===== src/svt_pkg.sv =====
package svt_pkg;

  // Default sizes of the stores and the voxel width
  localparam int unsigned SvtMaxColsDef   = 256;
  localparam int unsigned SvtMaxRowsDef   = 256;
  localparam int unsigned SvtMaxSlicesDef = 256;
  localparam int unsigned SvtVoxelBitsDef = 8;

  // Configuration port and result widths
  localparam int unsigned CfgW     = 9;
  localparam int unsigned CfgIdxW  = 2;
  localparam int unsigned TotalW   = 32;
  localparam logic [CfgW-1:0] CfgResetCount = 9'd256;

  // Register indexes of the configuration port
  typedef enum logic [CfgIdxW-1:0] {
    CFG_COLUMNS = 2'd0,
    CFG_ROWS    = 2'd1,
    CFG_SLICES  = 2'd2
  } svt_cfg_idx_e;

  // Control flags of one voxel as it moves down the pipeline
  typedef struct packed {
    logic valid;
    logic first_row;
    logic first_slice;
    logic vol_end;
  } svt_issue_t;

  // Map a register value to a usable count: zero means one, clamp at the store size
  function automatic logic [CfgW-1:0] clamp_count(logic [CfgW-1:0] value,
                                                   int unsigned maximum);
    logic [CfgW-1:0] res;
    res = (value == '0) ? CfgW'(1) : value;
    if (32'(res) > maximum) begin
      res = maximum[CfgW-1:0];
    end
    return res;
  endfunction

endpackage


===== src/svt_ctrl.sv =====
module svt_ctrl #(
  parameter int unsigned MAX_COLS   = 256,
  parameter int unsigned MAX_ROWS   = 256,
  parameter int unsigned MAX_SLICES = 256,
  parameter int unsigned VOXEL_BITS = 8,
  localparam int unsigned COL_W  = (MAX_COLS > 1) ? $clog2(MAX_COLS) : 1,
  localparam int unsigned ROW_W  = (MAX_ROWS > 1) ? $clog2(MAX_ROWS) : 1,
  localparam int unsigned SL_W   = (MAX_SLICES > 1) ? $clog2(MAX_SLICES) : 1,
  localparam int unsigned SLOT_W = (MAX_COLS * MAX_ROWS > 1) ?
                                   $clog2(MAX_COLS * MAX_ROWS) : 1,
  localparam int unsigned RS_W   = (VOXEL_BITS + COL_W > 32) ? 32 : VOXEL_BITS + COL_W
) (
  input  logic                           clk_i,
  input  logic                           rst_ni,
  input  logic                           cfg_valid_i,
  input  logic [svt_pkg::CfgIdxW-1:0]    cfg_index_i,
  input  logic [svt_pkg::CfgW-1:0]       cfg_data_i,
  output logic                           cfg_ready_o,
  input  logic                           vox_valid_i,
  input  logic [VOXEL_BITS-1:0]          vox_data_i,
  output logic                           vox_ready_o,
  input  logic                           adv_i,
  output svt_pkg::svt_issue_t            issue_o,
  output logic [COL_W-1:0]               col_o,
  output logic [SLOT_W-1:0]              slot_o,
  output logic [RS_W-1:0]                row_sum_o
);
  import svt_pkg::*;

  logic [CfgW-1:0]   cols_q, rows_q, slices_q;
  logic [COL_W-1:0]  col_q;
  logic [ROW_W-1:0]  row_q;
  logic [SL_W-1:0]   slice_q;
  logic [RS_W-1:0]   rs_q, rs_d;
  logic              last_col, last_row, last_slice;
  logic              accept;

  assign cfg_ready_o = 1'b1;
  assign vox_ready_o = adv_i;
  assign accept      = vox_valid_i && adv_i;

  // Wrap tests on the current position
  assign last_col   = (32'(col_q) + 32'd1)   >= 32'(cols_q);
  assign last_row   = (32'(row_q) + 32'd1)   >= 32'(rows_q);
  assign last_slice = (32'(slice_q) + 32'd1) >= 32'(slices_q);

  // Restart the row sum at the first column
  assign rs_d = (col_q == '0) ? RS_W'(vox_data_i) : rs_q + RS_W'(vox_data_i);

  // Issue the beat to the datapath
  assign issue_o.valid       = accept;
  assign issue_o.first_row   = (row_q == '0);
  assign issue_o.first_slice = (slice_q == '0);
  assign issue_o.vol_end     = last_col && last_row && last_slice;
  assign col_o     = col_q;
  assign slot_o    = SLOT_W'(row_q) * SLOT_W'(MAX_COLS) + SLOT_W'(col_q);
  assign row_sum_o = rs_d;

  // Hold configuration, advance the position counters
  always_ff @(posedge clk_i or negedge rst_ni) begin
    if (!rst_ni) begin
      cols_q   <= clamp_count(CfgResetCount, MAX_COLS);
      rows_q   <= clamp_count(CfgResetCount, MAX_ROWS);
      slices_q <= clamp_count(CfgResetCount, MAX_SLICES);
      col_q    <= '0;
      row_q    <= '0;
      slice_q  <= '0;
      rs_q     <= '0;
    end else if (cfg_valid_i) begin
      unique case (cfg_index_i)
        CFG_COLUMNS: cols_q   <= clamp_count(cfg_data_i, MAX_COLS);
        CFG_ROWS:    rows_q   <= clamp_count(cfg_data_i, MAX_ROWS);
        CFG_SLICES:  slices_q <= clamp_count(cfg_data_i, MAX_SLICES);
        default: ;
      endcase
      if (cfg_index_i == CFG_COLUMNS || cfg_index_i == CFG_ROWS ||
          cfg_index_i == CFG_SLICES) begin
        col_q   <= '0;
        row_q   <= '0;
        slice_q <= '0;
        rs_q    <= '0;
      end
    end else if (accept) begin
      rs_q <= rs_d;
      if (!last_col) begin
        col_q <= col_q + COL_W'(1);
      end else begin
        col_q <= '0;
        if (!last_row) begin
          row_q <= row_q + ROW_W'(1);
        end else begin
          row_q <= '0;
          if (!last_slice) begin
            slice_q <= slice_q + SL_W'(1);
          end else begin
            slice_q <= '0;
          end
        end
      end
    end
  end

endmodule


===== config.mk =====
export PLATFORM = sky130hd
export DESIGN_NAME = svt_ctrl
export DESIGN_NICKNAME = d
export VERILOG_FILES = /design/src/svt_pkg.sv /design/src/svt_ctrl.sv
export SDC_FILE = /design/constraint.sdc
export NUM_CORES = 1
export LEC_CHECK = 0
export BUFFER_PORTS_ARGS = -buffer_cell sky130_fd_sc_hd__buf_2
export CORE_MARGIN = 2
export CORE_UTILIZATION = 30
export CTS_CLUSTER_DIAMETER = 150
export DETAILED_ROUTE_END_ITERATION = 10
export SLEW_MARGIN = 20
export SYNTH_ARGS = -nofsm -noshare
export SYNTH_HDL_FRONTEND = slang
export SYNTH_SLANG_ARGS = --single-unit

===== constraint.sdc =====
create_clock -name clk_i -period 7.98 [get_ports clk_i]
set_input_delay 0.798 -clock clk_i [delete_from_list [all_inputs] [get_ports clk_i]]
set_output_delay 0.798 -clock clk_i [all_outputs]
set_load 0.02 [all_outputs]

==> results.py, run 1 <==
metrics = {
    "status": {
        "outcome": "completed",
    },
    "sta": {
        "worstMarginPinSlew_ns": 0.863,
        "hold_viol_final": 0,
        "fin_tns_setup_ns": 0,
        "holdWs_ns": 0.481,
        "timing.fmax_mhz": 246,
        "max-slew-margin-rel_pct": 42.5,
        "setup_viol": 0,
        "fin_skew_ns": 0.00900,
        "fin_crit_ns": 4.06,
        "period_share_pct": 50.9,
        "rsz0062_at_grt": "false",
        "drv_slew": 0,
    },
    "floorplan": {
        "dieArea_um2": 16400,
        "start_util_pct": 30.5,
        "die_width_um": 128,
        "num_rows": 45,
        "fp.coreArea_um2": 15100,
        "design.portCount": 70,
        "fp.dieH_um": 128,
    },
    "clocking": {
        "cts.clk_slew.worst_paths_ns": 0.06,
        "cts_sinks": 67,
        "cts_root_buf": "clkbuf_16",
        "clock_path_buffers": 2,
        "tritoncts": "yes",
        "clock_latency_ns": 0.34,
        "ctsHoldBuffers": 0,
        "cts_resized": 0,
        "htreeDepth": 3,
        "cts_setup_buffers": 0,
        "cts_buffers": 9,
    },
    "yosys": {
        "synth_common_cells": "72 x nand2_1, 64 x dfrtp_1, 41 x ha_1, 37 x inv_1, 34 x nor2_1",
        "syn_nets": 590,
        "yosysSeqAreaShare_pct": 36.5,
        "netlist.area_leader.share_pct": 34.8,
        "yosysMostFrequentCell": "nand2_1",
        "synthTopCellsByArea": "dfrtp_1 35%, ha_1 11%, nand2_1 5.9%",
        "synth-seq-cells": 67,
        "synthFlopType": "dfrtp_1",
        "synth_cell_type_count": 61,
        "synth.avg_cell_area_um2": 8.79,
        "ys_warn_count": 0,
        "synth_top_area_cell": "dfrtp_1",
        "syn_area_um2": 4600,
        "synth_enable_flop_cells": 0,
        "netlist_instances": 524,
        "synthArstFlopShare_pct": 100,
    },
    "pwr": {
        "power.switching_uw": 352,
        "pwr-share-comb_pct": 23.5,
        "swShare_pct": 31.3,
        "p_int_uw": 774,
        "ir_drop_uv": 78.6,
        "power_density_nw_per_um2": 209,
        "p_clk_share_pct": 41.6,
        "p_seq_share_pct": 34.9,
        "p_leak_uw": 0.00264,
    },
    "worst_setup_path": {
        "cp_max_fo": 9,
        "cp-start-kind": "register",
        "worstSetupEndpointType": "output port",
        "worstPathArrival_ns": 3.26,
        "critPathKind": "register to output port",
        "cp.required_ns": 7.18,
    },
    "final_layout": {
        "drive_gt1_share_pct": 18.2,
        "diodes": 0,
        "fin_cells": 769,
        "areaGrowthSynthToFinish_pct": 16.9,
        "finalNetCount": 642,
    },
    "detailed_routing": {
        "drt_iter0_drc": 246,
        "dr.pass1.iters": 4,
        "routed_wirelength_um": 11300,
        "avgViaCountPerCell": 5.06,
        "num_vias": 3890,
        "wl_per_cell_um": 14.7,
        "drcViolationCount": 0,
        "final_antenna_net_count": 0,
    },
    "grt": {
        "antenna_found_initial": 0,
        "grt_start_max_net_pins": 68,
        "grt_pass1_vias": 3945,
        "grt_overflow": 0,
        "grt_pass1_wl_um": 19200,
        "gr-usage-all-layers_pct": 14.6,
    },
    "min_path": {
        "min_path_type": "register to register",
    },
    "run": {
        "maxCapViolCount": 0,
    },
    "place": {
        "io_buffers": 68,
        "post-place-cells": 753,
        "hpwlAfterDp_um": 8570,
        "gp_congestion": 0.903,
    },
}
[flip-flops by register name, summed over array words and instances, names as in the netlist]
register,cells
slice_q,8
col_o,8
row_q,8
slices_q,9
rs_q,16
rows_q,9
cols_q,9
[final cells by class]
type                            count  area [um^2]
Clock buffer                        9          225
Clock inverter                      7          125
Fill cell                        1536         9710
Inverter                           38          145
Multi-Input combinational cell    390         2620
Sequential cell                    67         1680
Tap cell                          188          235
Timing Repair Buffer               70          355
[worst max-delay path, cell delays in order (launching register included)]
cell and delay [ns]:
dfrtp_1 0.50, ha_1 0.24, nand3_1 0.15, nor2_1 0.22, xor2_1 0.18, ha_1 0.27, a21oi_1 0.15, nor2_1 0.07
a211oi_2 0.55, nand2_1 0.23, nand2_1 0.13, nor2_1 0.06, buf_2 0.18
[logic make-up (layout without fill, tap and decap cells)]
kind of cell,Yosys count,in the layout,share of synthesized area [%]
xor gates and xnor gates,31,31,5.90
and+or+nand+nor,190,190,20.5
buffers and inverters,67,124,6.87
adders and majority gates,42,42,11.6
AOI/OAI and AO/OA,118,118,16.7
DFF,67,67,36.5
other,1,1,0.0814
muxes,8,8,1.87
[stage by stage]
stage	cell area (um^2)	worst slack (ns)	power [uW]	utilization (%)
4_1_cts	5370	3.86	1140	35.6
3_3_place_gp	5020	4.33	658	33.3
2_1_floorplan	4600	4.67	586	-
6_report	5380	3.92	1130	35.7
3_5_place_dp	5020	4.27	667	33.3
5_1_grt	5380	3.60	1190	35.7
[power groups by stage]
stage,registers (uW),logic [uW],clock network [uW]
global route,398,302,492
CTS,394,269,478
finish,394,265,468
floorplan,396,191,0
global placement,398,260,0
detailed placement,400,267,0
[worst paths after layout]
kind,slack [ns],start,to,cells past startpoint
hold / removal,0.48,slices_q[4]$_DFFE_PN0P_,slices_q[4]$_DFFE_PN0P_,2
setup / recovery,3.92,col_o[0]$_DFFE_PN0P_,issue_o[0],12
hold reg to reg,0.48,slices_q[4]$_DFFE_PN0P_,slices_q[4]$_DFFE_PN0P_,2
max in group asynchronous,6.76,rst_ni,slice_q[2]$_DFFE_PN0P_,2
setup reg to reg,4.63,col_o[0]$_DFFE_PN0P_,slice_q[7]$_DFFE_PN0P_,11
min in group asynchronous,0.67,rst_ni,col_o[0]$_DFFE_PN0P_,2
[per-layer routing]
metal	GRT usage [%]	vias up	wire length [um]
met5	0	-	0
met3	3.05	13	464
met1	18.2	1871	5180
met2	24.6	80	5460
met4	5.88	0	175
li1	-	1926	-
[layout by cell type (no fill, tap or decap), drive strengths merged, types with 3 or more instances in the layout]
master  count
nand2      74
buf        70
dfrtp      64
o21ai      48
ha         41
inv        39
nor2       34
a21oi      24
nand3      18
xnor2      16
xor2       15
nand2b     12
a22o        9
clkbuf      9
and3        9
nand4       7
nor2b       7
a31oi       7
o31ai       6
a21o        5
nor4        5
nand3b      5
nor3        5
mux2        5
o21a        3
o211ai      3
a221o       3
mux2i       3
bufinv      3
clkinv      3
dfstp       3
and2        3
or3         3
No activity file was read; power rests on OpenSTA's default activity.
==> inputs of run 2 (changes only) <==
ABC_AREA = 1   (was default)
clock period = 3.6 ns   (was 7.98 ns; I/O delays follow)
==> run 2 against run 1 <==
  * Critical path depth did not move
  * First-iteration DRC count fell by 2.0%
  * Power rose to 2.6 times the previous value
  * Die area rose by 8.0%
  * Clock power rose by 110%
  * Via count rose by 13%
  * Core utilization fell by 0.33 points
  * Design area rose by 7.7%
  * Synthesized cell count rose by 36%
  * Non-clock buffer count rose by 2
==> results.py, run 2 <==
metrics = {
    "sta": {
        "timing.fmax_mhz": 311,
        "fin_skew_ns": 0.00436,
        "hold_viol_final": 0,
        "worstMarginPinSlew_ns": 0.756,
        "period_share_pct": 89.2,
        "setup_slack_ns": 0.389,
        "setup_viol": 0,
        "drv_slew": 0,
        "rsz0062_at_grt": "false",
        "max-slew-margin-rel_pct": 49.6,
        "fin_crit_ns": 3.21,
        "fin_tns_setup_ns": 0,
    },
    "detailed_routing": {
        "drcViolationCount": 0,
        "final_antenna_net_count": 0,
        "avgViaCountPerCell": 4.39,
        "drt_iter0_drc": 241,
        "num_vias": 4394,
        "routed_wirelength_um": 12000,
        "dr.pass1.iters": 4,
        "wl_per_cell_um": 12.0,
    },
    "worst_setup_path": {
        "cp-start-kind": "register",
        "critPathKind": "register to output port",
        "cp.required_ns": 3.24,
        "r2r_start": "col_o[0]$_DFFE_PN0P_",
        "slowest_stage": "dfrtp_1",
        "cp_max_fo": 8,
        "setup.worst_path.end": "issue_o[0]",
        "worstSetupStartpoint": "col_o[0]$_DFFE_PN0P_",
        "worstPathArrival_ns": 2.85,
        "rrSetupSlack_ns": 0.86,
        "worstSetupEndpointType": "output port",
        "rr_endpoint": "slice_q[6]$_DFFE_PN0P_",
        "rr_worst_depth": 14,
        "cp_slowest_stage_delay_ns": 0.47,
        "path_cells": "ha_1, nand3_1, nor3b_1, xor2_1, inv_1, ha_1, nand2_1, nor2_1, o211ai_1, nand3_1, and3_1, buf_2",
    },
    "final_layout": {
        "final_cell_mix": "226 x nand2_1, 125 x inv_1, 68 x buf_2, 64 x dfrtp_1, 51 x nor2_1",
        "final_common_cell": "nand2_1",
        "areaGrowthSynthToFinish_pct": 16.3,
        "drive_gt1_share_pct": 14.1,
        "finalNetCount": 841,
        "diodes": 0,
        "largest_register": "rs_q",
        "design_area_um2": 5800,
        "largest_reg_flops": 16,
    },
    "yosys": {
        "syn_area_um2": 4980,
        "synth_common_cells": "226 x nand2_1, 125 x inv_1, 64 x dfrtp_1, 51 x nor2_1, 41 x ha_1",
        "synth.area.mux_share_pct": 0,
        "synth_adder_area_share_pct": 10.7,
        "synthTopCellsByArea": "dfrtp_1 32%, nand2_1 17%, ha_1 10%",
        "synth_top_area_cell": "dfrtp_1",
        "netlist.area_leader.share_pct": 32.1,
        "synth_xor_area_share_pct": 2.46,
        "synth_compound_area_share_pct": 6.73,
        "synth.avg_cell_area_um2": 6.99,
        "synth-seq-cells": 67,
        "synth_enable_flop_cells": 0,
        "ys_warn_count": 0,
        "yosysSeqAreaShare_pct": 33.7,
        "yosysMostFrequentCell": "nand2_1",
        "synthArstFlopShare_pct": 100,
        "synth_simple_gate_area_share_pct": 33.1,
        "synth_top_family_by_area": "simple AND/OR/NAND/NOR gates",
        "synthFlopType": "dfrtp_1",
        "syn_nets": 779,
        "netlist_instances": 713,
        "synth_cell_type_count": 43,
    },
    "place": {
        "io_buffers": 68,
        "pre_cts_slack_ns": 0.713,
        "place_area_um2": 5460,
        "gp_congestion": 0.875,
        "hpwlAfterDp_um": 9370,
    },
    "clocking": {
        "cts_resized": 0,
        "htreeDepth": 3,
        "cts.clk_slew.worst_paths_ns": 0.06,
        "tritoncts": "yes",
        "clock_latency_ns": 0.34,
        "cts_sinks": 67,
        "cts_buffers": 9,
        "cts_root_buf": "clkbuf_16",
        "clock_path_buffers": 2,
    },
    "grt": {
        "grt.busiest_layer": "met2",
        "globalRouteMet2Util_pct": 23.4,
        "use_met3_pct": 3.10,
        "gr-usage-all-layers_pct": 14.2,
        "grt_start_max_net_pins": 59,
        "grt_pass1_vias": 4056,
        "met1_usage_pct": 19.2,
        "antenna_found_initial": 0,
        "grt_overflow": 0,
        "grt_pass1_wl_um": 20300,
    },
    "floorplan": {
        "start_util_pct": 30.4,
        "fp.coreArea_um2": 16400,
        "dieArea_um2": 17700,
        "die_width_um": 133,
        "design.portCount": 70,
        "fp.dieH_um": 133,
        "num_rows": 47,
    },
    "status": {
        "outcome": "completed",
    },
    "run": {
        "maxCapViolCount": 0,
    },
    "pwr": {
        "ir_drop_uv": 244,
        "p_leak_uw": 0.00330,
        "power_density_nw_per_um2": 500,
    },
    "min_path": {
        "min_path_type": "primary input to register",
    },
}
==> run 2: cell types whose count changed in the layout (fill, tap and decap cells not counted), sizes merged, moves of 8 or more <==
cell	before	now
nand2	74	229
inv	39	131
nor2	34	56
nand3	18	39
xnor2	16	2
nand2b	12	0
nand4	7	19
a21oi	24	14
a22o	9	0
and3	9	1
o21ai	48	40
==> run 2: how the worst min path moves through the flow <==
stage                  startpoint                    end  slack [ns]  cells after the start
finish              cfg_data_i[5]  rows_q[5]$_DFFE_PN0P_        0.31                      3
global route        cfg_data_i[7]  cols_q[7]$_DFFE_PN0P_        0.33                      3
CTS                 cfg_data_i[5]  rows_q[5]$_DFFE_PN0P_        0.30                      3
detailed placement         rst_ni    rs_q[1]$_DFFE_PN0P_        0.24                      1
global placement           rst_ni    rs_q[1]$_DFFE_PN0P_        0.24                      1
floorplan                  rst_ni   col_o[0]$_DFFE_PN0P_        0.06                      0
==> run 2: final cells by class <==
| class | instances | area (um^2) |
|---|---|---|
| repair buffers | 72 | 373 |
| fillers | 1747 | 10600 |
| multi-input cells | 494 | 2650 |
| clock buffers | 10 | 239 |
| inverters | 131 | 494 |
| clock inverters | 6 | 88.8 |
| well taps | 220 | 275 |
| flip-flops and latches | 67 | 1680 |
==> run 2: cells by family after synthesis <==
logic type / count (synthesis)
flops: 67
other cells: 1
compound gates: 63
fa+ha+maj: 42
xor+xnor: 14
buf+inv: 152
simple gates: 374
==> run 2: per-layer routing <==
metal / vias to the layer above / wire length, um / part of all wire, %
met5: - / 0 / 0
met4: 0 / 117 / 0.97
met3: 7 / 600 / 5.0
met2: 85 / 5570 / 46
met1: 1951 / 5740 / 48
li1: 2351 / - / -
==> run 2: worst max-delay path: cells and delay by family (launching register included) <==
kind | cells | cell delay, ns
XOR/XNOR | 1 | 0.21
AND/OR/NAND/NOR | 6 | 0.91
buffers and inverters | 2 | 0.24
adder cells (fa/ha/maj) | 2 | 0.51
AO/OA/AOI/OAI | 1 | 0.17
flip-flops | 1 | 0.47
==> run 2: report_power, final <==
part / internal, uW / total, uW / switching (uW) / leakage [uW]
Sequential: 852 / 935 / 82.3 / 0.000889
Combinational: 351 / 993 / 642 / 0.00226
Clock: 625 / 973 / 348 / 0.000155
==> run 2: stage by stage <==
| step | util [%] | total power (uW) | instances | hold slack, ns |
|---|---|---|---|---|
| finish | 35.3 | 2900 | 1000 | 0.307 |
| global route | 35.3 | 3110 | 1000 | 0.331 |
| CTS | 35.3 | 2940 | 1000 | 0.297 |
| detailed placement | 33.3 | 1950 | 983 | 0.245 |
| global placement | 33.3 | 1940 | 983 | 0.245 |
| floorplan | - | 1670 | 713 | 0.0644 |
==> run 2: what timing repair did <==
action,CTS,global route
hold buffers,1,0
buffers inserted,0,0
endpoints found under the hold margin,9,0
==> inputs of run 3 (changes only) <==
GPL_TIMING_DRIVEN = 0   (was default)
==> run 3 against run 2 <==
  * Die area did not move
  * Clock skew fell by 0.00060 ns
  * Power rose by 3.5%
  * Critical endpoint unchanged
  * Largest power group unchanged
==> results.py, run 3 (same netlist as run 2, synthesis figures left out) <==
metrics = {
    "worst_setup_path": {
        "path_cells": "ha_1, nand3_1, nor3b_1, xor2_1, inv_1, ha_1, nand2_1, nor2_1, o211ai_1, nand3_1, and3_1, buf_2",
        "worstSetupStartpoint": "col_o[0]$_DFFE_PN0P_",
        "cp.required_ns": 3.24,
        "cp-start-kind": "register",
        "critPathKind": "register to output port",
        "worstPathArrival_ns": 3.03,
        "cp_max_fo": 8,
        "cp_slowest_stage_delay_ns": 0.52,
        "slowest_stage": "dfrtp_1",
        "r2r_start": "col_o[0]$_DFFE_PN0P_",
        "worstSetupEndpointType": "output port",
    },
    "clocking": {
        "clock_path_buffers": 2,
        "clock_latency_ns": 0.33,
        "cts_resized": 0,
        "tritoncts": "yes",
        "cts_buffers": 9,
        "cts.clk_slew.worst_paths_ns": 0.06,
        "htreeDepth": 3,
        "cts_root_buf": "clkbuf_16",
        "cts_sinks": 67,
    },
    "place": {
        "io_buffers": 67,
        "hpwlAfterDp_um": 9520,
        "gp_congestion": 0.823,
        "pre_cts_slack_ns": 0.536,
    },
    "min_path": {
        "worstHoldStart": "cfg_data_i[7]",
        "min_path_type": "primary input to register",
    },
    "pwr": {
        "p_seq_share_pct": 31.2,
        "finalPower_uw": 3000,
        "p_leak_uw": 0.00343,
        "power_density_nw_per_um2": 500,
        "ir_drop_uv": 259,
        "pwr-share-comb_pct": 34.5,
        "power.switching_uw": 1090,
        "p_int_uw": 1910,
        "swShare_pct": 36.3,
        "p_clk_share_pct": 34.3,
    },
    "sta": {
        "setup_viol": 0,
        "setup_slack_ns": 0.212,
        "hold_viol_final": 0,
        "fin_skew_ns": 0.00376,
        "fin_tns_setup_ns": 0,
        "fin_crit_ns": 3.39,
        "timing.fmax_mhz": 295,
        "period_share_pct": 94.1,
        "holdWs_ns": 0.312,
        "drv_slew": 0,
        "rsz0062_at_grt": "false",
    },
    "final_layout": {
        "largest_reg_flops": 16,
        "largest_register": "rs_q",
        "final_cell_mix": "226 x nand2_1, 125 x inv_1, 71 x buf_2, 64 x dfrtp_1, 51 x nor2_1",
        "areaGrowthSynthToFinish_pct": 20.4,
        "finalNetCount": 862,
        "diodes": 0,
        "final_common_cell": "nand2_1",
        "drive_gt1_share_pct": 16.4,
    },
    "detailed_routing": {
        "drcViolationCount": 0,
        "drt_iter0_drc": 205,
        "num_vias": 4445,
        "dr.pass1.iters": 4,
        "avgViaCountPerCell": 4.35,
        "routed_wirelength_um": 12200,
        "final_antenna_net_count": 0,
        "wl_per_cell_um": 12.0,
    },
    "floorplan": {
        "start_util_pct": 30.4,
        "die_width_um": 133,
        "design.portCount": 70,
        "fp.coreArea_um2": 16400,
        "num_rows": 47,
        "fp.dieH_um": 133,
        "dieArea_um2": 17700,
    },
    "grt": {
        "grt_start_max_net_pins": 55,
        "grt_overflow": 0,
        "antenna_found_initial": 0,
        "grt_pass1_wl_um": 20700,
        "gr-usage-all-layers_pct": 14.4,
        "grt_pass1_vias": 4261,
    },
    "run": {
        "maxCapViolCount": 0,
    },
    "status": {
        "outcome": "completed",
    },
}
-- run 3: worst max-delay path: cells and delay by family (launching register included) --
kind,cells,cell delay (ns)
adder cells (fa/ha/maj),2,0.55
flip-flops,1,0.52
AO/OA/AOI/OAI,1,0.18
XOR/XNOR,1,0.23
buffers and inverters,2,0.24
AND/OR/NAND/NOR,6,0.99
-- run 3: path summary, 6_finish.rpt --
path	to	slack [ns]	cells after the start
worst max-delay path	issue_o[0]	0.21	12
worst min-delay path	cols_q[7]$_DFFE_PN0P_	0.31	3
worst max register to register	slice_q[7]$_DFFE_PN0P_	0.69	14
worst min register to register	slices_q[8]$_DFFE_PN1P_	0.49	2
max in group asynchronous	cols_q[8]$_DFFE_PN1P_	2.57	3
min in group asynchronous	rs_q[0]$_DFFE_PN0P_	0.43	2
-- run 3: power groups by stage --
stage | combinational, uW | clock, uW | sequential [uW]
finish | 1030 | 1030 | 938
floorplan | 727 | 0 | 946
detailed placement | 1020 | 0 | 951
global route | 1180 | 1080 | 956
CTS | 1030 | 1050 | 939
global placement | 1010 | 0 | 950
-- run 3: layer usage --
metal | GRT usage, % | part of all wire (%) | vias to the layer above
met5 | 0 | 0 | -
met4 | 2.69 | 0.79 | 0
met3 | 2.72 | 3.7 | 8
met2 | 24.6 | 47 | 78
met1 | 19.2 | 49 | 1971
li1 | - | - | 2388
-- run 3: final cells by class --
| type | count | area [um^2] |
|---|---|---|
| fillers | 1721 | 10400 |
| multi-input cells | 494 | 2650 |
| flip-flops and latches | 67 | 1680 |
| inverters | 131 | 494 |
| repair buffers | 72 | 398 |
| well taps | 220 | 275 |
| clock buffers | 9 | 225 |
| plain buffers | 21 | 164 |
| clock inverters | 7 | 116 |
-- run 3: what timing repair did --
action                                 CTS  global route
endpoints found under the hold margin   13             0
buffers inserted                         0             3
hold buffers                             1             0
setup endpoints to repair                0             1
-- run 3: metrics by stage --
step / utilization [%] / instance area, um^2 / instances
after floorplan: - / 4980 / 713
final: 36.6 / 6000 / 1021
after global placement: 34.1 / 5600 / 1000
after global routing: 36.6 / 6000 / 1021
after detailed placement: 34.3 / 5630 / 1001
after CTS: 36.4 / 5980 / 1018
